**config.mk**
```make
export PLATFORM = sky130hd
export DESIGN_NAME = stable_sorted_block_queue
export DESIGN_NICKNAME = d
export VERILOG_FILES = /design/src/sbq_pkg.sv /design/src/sbq_cell.sv /design/src/sbq_rsp_buf.sv /design/src/stable_sorted_block_queue.sv
export SDC_FILE = /design/constraint.sdc
export NUM_CORES = 2
export LEC_CHECK = 0
export ABC_AREA = 1
export BUFFER_PORTS_ARGS = -buffer_cell sky130_fd_sc_hd__buf_4
export CAP_MARGIN = 10
export CELL_PAD_IN_SITES_DETAIL_PLACEMENT = 0
export CELL_PAD_IN_SITES_GLOBAL_PLACEMENT = 2
export CORE_AREA = 2 2 467 701
export CTS_CLUSTER_SIZE = 25
export DETAILED_ROUTE_END_ITERATION = 7
export DIE_AREA = 0 0 469 703
export GPL_TIMING_DRIVEN = 1
export PLACE_DENSITY = 0.65
export SYNTH_ARGS = -nofsm -noshare
export SYNTH_HDL_FRONTEND = slang
export SYNTH_SLANG_ARGS = --single-unit
```
**constraint.sdc**
```tcl
create_clock -name clock -period 9.8 [get_ports clock]
set_clock_uncertainty 0.15 [all_clocks]
set_input_delay 1.96 -clock clock [delete_from_list [all_inputs] [get_ports clock]]
set_output_delay 1.96 -clock clock [all_outputs]
set_load 0.1 [all_outputs]
```
**src/sbq_pkg.sv**
```systemverilog
// Shared types and constants for the stable sorted block queue.
package sbq_pkg;

   localparam int DEFAULT_QUEUE_DEPTH = 16;

   localparam int KEY_W    = 32;
   localparam int SIZE_W   = 24;
   localparam int HANDLE_W = 32;
   localparam int COUNT_W  = 5;

   localparam logic CMD_INSERT = 1'b0;
   localparam logic CMD_REMOVE = 1'b1;

   localparam logic [1:0] STATUS_OK    = 2'd0;
   localparam logic [1:0] STATUS_FULL  = 2'd1;
   localparam logic [1:0] STATUS_EMPTY = 2'd2;

   typedef struct packed {
      logic [KEY_W-1:0]    key;
      logic [SIZE_W-1:0]   size;
      logic [HANDLE_W-1:0] handle;
   } entry_type;

   typedef struct packed {
      logic             insert;
      logic             remove;
      logic [KEY_W-1:0] key;
   } cell_ctrl_type;

   typedef struct packed {
      logic [1:0]          status;
      logic [KEY_W-1:0]    block_number;
      logic [SIZE_W-1:0]   block_size;
      logic [HANDLE_W-1:0] buffer_handle;
      logic [COUNT_W-1:0]  entry_count;
      logic                is_empty;
   } result_type;

endpackage

```
**src/sbq_cell.sv**
```systemverilog
// One slot of the sorted shift-register queue.
module sbq_cell (
   input  logic                  clock,
   input  sbq_pkg::cell_ctrl_type ctrl,
   input  sbq_pkg::entry_type    new_entry,
   input  logic                  occupied,
   input  sbq_pkg::entry_type    left_entry,
   input  logic                  left_shift,
   input  sbq_pkg::entry_type    right_entry,
   output sbq_pkg::entry_type    entry,
   output logic                  shift
);

   sbq_pkg::entry_type entry_ff;
   sbq_pkg::entry_type entry_in;

   // An empty slot counts as holding a larger key, so the insert lands in the first free slot.
   assign shift = occupied ? (entry_ff.key > ctrl.key) : 1'b1;
   assign entry = entry_ff;

   always_comb begin
      entry_in = entry_ff;
      if (ctrl.insert && shift) begin
         entry_in = left_shift ? left_entry : new_entry;
      end else if (ctrl.remove) begin
         entry_in = right_entry;
      end
   end

   always_ff @(posedge clock) begin
      entry_ff <= entry_in;
   end

endmodule

```
**src/sbq_rsp_buf.sv**
```systemverilog
// Two-entry output buffer that decouples the request side from the response side.
module sbq_rsp_buf (
   input  logic                 clock,
   input  logic                 reset,
   input  logic                 push,
   input  sbq_pkg::result_type  push_data,
   output logic                 space,
   output logic                 out_valid,
   input  logic                 out_ready,
   output sbq_pkg::result_type  out_data
);

   logic                head_valid_ff, head_valid_in;
   logic                skid_valid_ff, skid_valid_in;
   sbq_pkg::result_type head_ff, head_in;
   sbq_pkg::result_type skid_ff, skid_in;
   logic                pop;
   logic                to_skid;

   assign pop       = head_valid_ff && out_ready;
   assign space     = !skid_valid_ff;
   assign out_valid = head_valid_ff;
   assign out_data  = head_ff;
   assign to_skid   = push && head_valid_ff && (skid_valid_ff || !pop);

   always_comb begin
      head_in = head_ff;
      skid_in = skid_ff;
      if (pop) begin
         head_in = skid_valid_ff ? skid_ff : push_data;
      end else if (!head_valid_ff) begin
         head_in = push_data;
      end
      if (to_skid) begin
         skid_in = push_data;
      end
      head_valid_in = push || skid_valid_ff || (head_valid_ff && !pop);
      if (to_skid) begin
         skid_valid_in = 1'b1;
      end else if (pop) begin
         skid_valid_in = 1'b0;
      end else begin
         skid_valid_in = skid_valid_ff;
      end
   end

   always_ff @(posedge clock) begin
      if (reset) begin
         head_valid_ff <= 1'b0;
         skid_valid_ff <= 1'b0;
      end else begin
         head_valid_ff <= head_valid_in;
         skid_valid_ff <= skid_valid_in;
      end
      head_ff <= head_in;
      skid_ff <= skid_in;
   end

endmodule

```
**src/stable_sorted_block_queue.sv**
```systemverilog
// Top level of the stable sorted block queue.
// The queue keeps up to QUEUE_DEPTH blocks in a row of slots sorted by block number, head first;
// equal numbers keep arrival order. For every request (insert or remove), all slots compare
// the new key in parallel and shift by one position in the cycle it is accepted, so a
// request can be accepted on every cycle while responses are taken, and its response is
// presented on the next cycle. A two-entry output buffer takes in one more request while a
// response waits to be taken; with both entries held, req_ready stays low until one is taken.
module stable_sorted_block_queue #(
   parameter int QUEUE_DEPTH = sbq_pkg::DEFAULT_QUEUE_DEPTH
) (
   input  logic                          clock,
   input  logic                          reset,
   input  logic                          req_valid,
   output logic                          req_ready,
   input  logic                          req_command,
   input  logic [sbq_pkg::KEY_W-1:0]     req_block_number,
   input  logic [sbq_pkg::SIZE_W-1:0]    req_block_size,
   input  logic [sbq_pkg::HANDLE_W-1:0]  req_buffer_handle,
   output logic                          rsp_valid,
   input  logic                          rsp_ready,
   output logic [1:0]                    rsp_status,
   output logic [sbq_pkg::KEY_W-1:0]     rsp_out_block_number,
   output logic [sbq_pkg::SIZE_W-1:0]    rsp_out_block_size,
   output logic [sbq_pkg::HANDLE_W-1:0]  rsp_out_buffer_handle,
   output logic [sbq_pkg::COUNT_W-1:0]   rsp_entry_count,
   output logic                          rsp_is_empty
);

   localparam int CNT_W = $clog2(QUEUE_DEPTH + 1);

   logic [CNT_W-1:0]       count_ff, count_in;
   logic [CNT_W-1:0]       count_after;
   logic [CNT_W+sbq_pkg::COUNT_W-1:0] count_wide;
   logic                   accept;
   logic                   full;
   logic                   empty;
   logic                   space;
   sbq_pkg::cell_ctrl_type ctrl;
   sbq_pkg::entry_type     new_entry;
   sbq_pkg::entry_type     cell_entry [QUEUE_DEPTH];
   logic                   cell_shift [QUEUE_DEPTH];
   sbq_pkg::result_type    result;
   sbq_pkg::result_type    rsp_data;

   assign accept    = req_valid && req_ready;
   assign req_ready = space;
   assign full      = (count_ff == CNT_W'(QUEUE_DEPTH));
   assign empty     = (count_ff == '0);

   assign new_entry.key    = req_block_number;
   assign new_entry.size   = req_block_size;
   assign new_entry.handle = req_buffer_handle;

   assign ctrl.insert = accept && (req_command == sbq_pkg::CMD_INSERT) && !full;
   assign ctrl.remove = accept && (req_command == sbq_pkg::CMD_REMOVE) && !empty;
   assign ctrl.key    = req_block_number;

   genvar gi;
   generate
      for (gi = 0; gi < QUEUE_DEPTH; gi++) begin : g_cell
         sbq_pkg::entry_type left_entry;
         sbq_pkg::entry_type right_entry;
         logic               left_shift;
         if (gi == 0) begin : g_first
            assign left_entry = new_entry;
            assign left_shift = 1'b0;
         end else begin : g_inner
            assign left_entry = cell_entry[gi-1];
            assign left_shift = cell_shift[gi-1];
         end
         if (gi == QUEUE_DEPTH - 1) begin : g_last
            assign right_entry = cell_entry[gi];
         end else begin : g_mid
            assign right_entry = cell_entry[gi+1];
         end
         sbq_cell u_cell (
            .clock       (clock),
            .ctrl        (ctrl),
            .new_entry   (new_entry),
            .occupied    (count_ff > CNT_W'(gi)),
            .left_entry  (left_entry),
            .left_shift  (left_shift),
            .right_entry (right_entry),
            .entry       (cell_entry[gi]),
            .shift       (cell_shift[gi])
         );
      end
   endgenerate

   always_comb begin
      count_in = count_ff;
      if (ctrl.insert) begin
         count_in = count_ff + CNT_W'(1);
      end else if (ctrl.remove) begin
         count_in = count_ff - CNT_W'(1);
      end
   end

   assign count_after = count_in;
   assign count_wide  = {{sbq_pkg::COUNT_W{1'b0}}, count_after};

   always_comb begin
      result.status        = sbq_pkg::STATUS_OK;
      result.block_number  = '0;
      result.block_size    = '0;
      result.buffer_handle = '0;
      result.entry_count   = count_wide[sbq_pkg::COUNT_W-1:0];
      result.is_empty      = (count_after == '0);
      if (req_command == sbq_pkg::CMD_INSERT) begin
         if (full) begin
            result.status = sbq_pkg::STATUS_FULL;
         end
      end else if (empty) begin
         result.status = sbq_pkg::STATUS_EMPTY;
      end else begin
         result.block_number  = cell_entry[0].key;
         result.block_size    = cell_entry[0].size;
         result.buffer_handle = cell_entry[0].handle;
      end
   end

   always_ff @(posedge clock) begin
      if (reset) begin
         count_ff <= '0;
      end else begin
         count_ff <= count_in;
      end
   end

   sbq_rsp_buf u_rsp_buf (
      .clock     (clock),
      .reset     (reset),
      .push      (accept),
      .push_data (result),
      .space     (space),
      .out_valid (rsp_valid),
      .out_ready (rsp_ready),
      .out_data  (rsp_data)
   );

   assign rsp_status            = rsp_data.status;
   assign rsp_out_block_number  = rsp_data.block_number;
   assign rsp_out_block_size    = rsp_data.block_size;
   assign rsp_out_buffer_handle = rsp_data.buffer_handle;
   assign rsp_entry_count       = rsp_data.entry_count;
   assign rsp_is_empty          = rsp_data.is_empty;

endmodule

```
# Word level (Yosys, flattened, before mapping)
# Index checks and enable logic that the tools add are counted.
# op_classes
addsub	2
order_cmp	32
n_eq_ne	2
n_mux	73
bitwise_logic	1
n_reduce_logical	50
# ops
op	n
88-bit 2-to-1 mux	47
32-bit greater-than comparator	16
96-bit 2-to-1 mux	3
5-bit by 4-bit greater-than comparator with 1-bit output (second input constant)	8
2-bit nonzero test	16
1-bit logical AND	25
5-bit by 3-bit greater-than comparator with 1-bit output (second input constant)	4
1-bit 2-to-1 mux	19
5-bit by 1-bit greater-than comparator with 1-bit output (second input constant)	2
5-bit by 2-bit greater-than comparator with 1-bit output (second input constant)	2
5-bit logical NOT	2
5-bit 2-to-1 mux	2
5-bit by 1-bit adder with 5-bit output (second input constant)	1
5-bit equality test (second input constant)	1
5-bit by 1-bit subtractor with 5-bit output (second input constant)	1
1-bit logical NOT	4
2-bit 2-to-1 mux	2
1-bit logical OR	3
2-bit != test (second input constant)	1
1-bit inverter	1
# word_totals
reg_bits	1607
input_bits	93
output_inout_bits	98
wordCells	223

# Logic depth before layout (Yosys ltp)
# depth
ltp_word	9
depth_mapped	21
ltp_nobuf	19

# Cells and area by module
# From an unflattened synthesis, not the netlist that was laid out.
# unflattened
hier_cells	10847
hier_area_um2	101671.3
# by_module_without_submodules
module	instances	cells_each	area_per_inst_um2	seq_area_each_um2
sbq_cell at g_cell[0].u_cell ...	12	626	5811.8	2642.5
sbq_cell at g_cell[6].u_cell ...	4	627	5816.8	2642.5
sbq_rsp_buf	1	526	7239.4	5805.6
stable_sorted_block_queue	1	301	1422.6	100.1

# Worst setup path before layout
# No wires, ideal clock.
# synth_path
path_type	input to register
startpoint	in rsp_ready
endpoint	reg u_rsp_buf.skid_ff[0] (netlist name), enable pin
arrival_time_ns	8.432
slack_ns	0.666
stages	3
cell_sequence	inv_1 > nand2_1 > nor2_1
# synth_between
elab_chain_len	4
# synth_rtl
element	line	source
from (decl)	stable_sorted_block_queue.sv:20	input logic rsp_ready,
1-bit logical AND	sbq_rsp_buf.sv:20	assign pop = head_valid_ff && out_ready;
1-bit logical NOT	sbq_rsp_buf.sv:24	assign to_skid = push && head_valid_ff && (skid_valid_ff || !pop);
1-bit logical OR	sbq_rsp_buf.sv:24	
1-bit logical AND	sbq_rsp_buf.sv:24	
to (signal assigned)	sbq_rsp_buf.sv:56	skid_ff <= skid_in;
to (decl)	sbq_rsp_buf.sv:16	sbq_pkg::result_type skid_ff, skid_in;
# Every way passes these cells.
# A chain may end at the register's enable or synchronous reset.

==> metrics.md <==
| Metric | Value |
|---|---|
| Status | `completed` |
| Routed len/inst | `29.64 um` |
| Vias in the first global route | `89160` |
| Synth area leader | `edfxtp_1` |
| Antenna violations before repair | `28` |
| Post-DRT Antenna Nets | `0` |
| TritonCTS Buffers | `195` |
| Synth Instances | `12380` |
| CP required | `10.37 ns` |
| GRT overflow | `0` |
| Register bit total from synthesis | `1607` |
| Synth warnings | `0` |
| Hold Buf Count CTS | `0` |
| Largest net degree at the start of global routing | `177` |
| CORE AREA | `323500 um2` |
| Worst setup EP type | `register` |
| FP Rows | `256` |
| Max-slew headroom | `0.1637` |
| Worst-Skew Late Latency | `0.91 ns` |
| Synth Net Count | `12990` |
| Clock sinks | `1607` |
| CTS root buffer | `clkbuf_16` |
| Mapped cell area | `96850 um2` |
| Starting Density | `0.2994` |
| Max Cap Viol | `0` |
| IO Port Bufs | `190` |
| Post-synth EDFFs | `1600` |
| First-pass GRT wire length | `686.8 mm` |
| Synth area leaders | `edfxtp_1, nand2_1, nand3_1` |
| Post-CTS setup buffers | `0` |
| Leading cell types by count after synthesis | `nand2_1, edfxtp_1, nand3_1, clkbuf_1, ha_1` |
| Highest Clock Rate | `132.8 MHz` |
| WP data arrival | `8.10 ns` |
| H-tree Lvls | `4` |
| Post_cts resized | `0` |
| Initial DRC count | `8726` |
| Setup violations, final | `0` |
| Prevailing post-synth register cell | `edfxtp_1` |
| Worst-case clock buffer depth | `4` |
| Unrepaired setup endpoints after global routing | `no` |
| Residual DRC | `0` |
| Multi-input combinational cell area | `44520 um2` |
| P&R area growth vs syn | `12.89%` |
| Final Hold Fails | `0` |
| Die Y | `703 um` |
| Worst-margin pin slew | `1.254 ns` |
| VDD IR max | `0.0001712 V` |
| Die X | `469 um` |
| Net count, final | `12810` |
| Cell with the most instances after synthesis | `nand2_1` |
| Min Tclk post-route | `7.528 ns` |
| Die ar. | `329700 um2` |
| Vias after detailed routing | `88740` |
| Io pins | `191` |
| P per Cell Area | `246.8 nW/um2` |
| Share of flip-flops with an asynchronous set or reset | `0` |
| Post-synth cell types | `37` |
| Placer congestion estimate | `0.8858` |
| Layout cells sized above 1 | `0.07043` |
| Clk slew on worst S/H paths | `0.06 ns` |
| Crit path launch type | `primary input` |
| CP max FO | `49` |
| Placed cell areas | `103200 um2` |
| Dpl hpwl | `312.3 mm` |
| Fillers | `34250` |
| Setup tns final | `0 ns` |
| Routed WL | `492.8 mm` |
| CTS tree | `done` |
| Avg Synthesized Cell Area | `7.826 um2` |
| Tcrit/Tclk final | `0.7682` |
| Tightest Hold Check Type | `register to register` |
| Vias per inst | `5.337` |
| Worst Setup Path Type | `primary input to register` |
| Pleak | `51.48 nW` |
| Sequential share of the synthesized area | `0.4975` |
| Area share of the largest cell type after synthesis | `0.4961` |
| FF+latch area | `48190 um2` |
| DR pass1 iterations | `6` |
| Finished Cell Area | `109300 um2` |
| Final Slew Violations | `0` |
| Global Route Usage Sum | `0.2927` |
## worst paths after layout
check             cells past startpoint                     endpoint  slack (ns)                   startpoint
hold / removal                        2   g_cell[14].u_cell.entry[8]        0.37   g_cell[15].u_cell.entry[8]
hold reg to reg                       2   g_cell[14].u_cell.entry[8]        0.37   g_cell[15].u_cell.entry[8]
setup / recovery                     14  g_cell[10].u_cell.entry[59]        2.27         req_block_number[27]
setup reg to reg                     12  g_cell[10].u_cell.entry[59]        3.44  g_cell[10].u_cell.entry[82]
## metal layers
layer	track usage	up-vias	part of all wire
li1	-	40160	-
met4	0.1563	6	0.062
met2	0.5144	3772	0.49
met5	0	-	0.000091
met3	0.04328	1023	0.066
met1	0.3412	43780	0.38
## layout make-up
class                      count  area share
sequential                  1607      0.4407
multi-input combinational   9560      0.4072
tap                         4257     0.04872
clock buffer                 240     0.04665
timing repair buffer         409     0.03265
inverter                     426     0.01492
clock inverter               111    0.008732
antenna                       17   0.0003891
## report_power, final
group	total (W)	leakage [nW]	switching, W	internal (W)
sequential	0.0102	15.4	0.000866	0.00934
clock	0.00737	2.97	0.00327	0.00410
combinational	0.00940	33.1	0.00721	0.00219
total	0.0270	51.5	0.0114	0.0156
## worst max-delay path: stages
cell and delay (ns):
buf_4 0.22, inv_1 0.27, ha_1 0.40, nand4_1 0.57
nor3_1 0.84, a21oi_1 0.47, nand2_1 0.23, nand2_4 0.29
nand2_4 0.63, nand2_4 0.48, inv_4 0.89, buf_4 0.50
nand2_1 0.12, nand2_1 0.08
## stage by stage
stage | worst slack, ns | total power, W | std cells | utilization | hold slack [ns]
after global placement | 1.320 | 0.01954 | 16260 | 0.3189 | 0.3500
after global routing | 2.434 | 0.02812 | 16620 | 0.3379 | 0.3692
final | 2.272 | 0.02698 | 16630 | 0.3380 | 0.3672
after detailed placement | 1.419 | 0.01961 | 16260 | 0.3190 | 0.3552
after floorplan | 0.6662 | 0.01541 | 12380 | - | 0.3444
after CTS | 2.334 | 0.02705 | 16610 | 0.3378 | 0.3617
## placed cells by master, fill, tap and decap left out, drive strengths merged, types with 2 or more instances in the layout
cell type / Yosys / layout
a21o: 15 / 15
inv: 426 / 432
ha: 518 / 518
clkbuf: 525 / 240
nor2: 229 / 229
o21a: 30 / 30
clkinvlp: 0 / 5
a21oi: 240 / 240
nand4: 49 / 49
nand3: 1363 / 1363
nand3b: 11 / 11
o21ai: 227 / 227
clkinv: 0 / 84
edfxtp: 1600 / 1600
o21bai: 2 / 2
mux2: 89 / 89
o211ai: 5 / 5
dfxtp: 7 / 7
bufinv: 0 / 16
nor4: 2 / 2
and3: 4 / 4
nand2: 6744 / 6744
buf: 257 / 409
nor3b: 7 / 7
nor3: 19 / 19
diode: 0 / 17
## state kept, by name, summed over array words and instances, names as in the netlist
| name | cells |
|---|---|
| g_cell.u_cell.entry | 1408 |
| u_rsp_buf.skid_ff | 96 |
| u_rsp_buf.out_data | 96 |
| u_rsp_buf.out_valid | 1 |
| count_ff | 5 |
| u_rsp_buf.skid_valid_ff | 1 |
## cell families after synthesis
kind of cell | after synthesis | synth area share
muxes | 89 | 0.01035
xor gates and xnor gates | 1 | 0.00009045
adders and majority gates | 518 | 0.06692
and+or+nand+nor | 8430 | 0.3475
DFF | 1607 | 0.4975
buffers and inverters | 1208 | 0.04896
AOI/OAI and AO/OA | 522 | 0.02867
No activity file was read; power rests on OpenSTA's default activity.
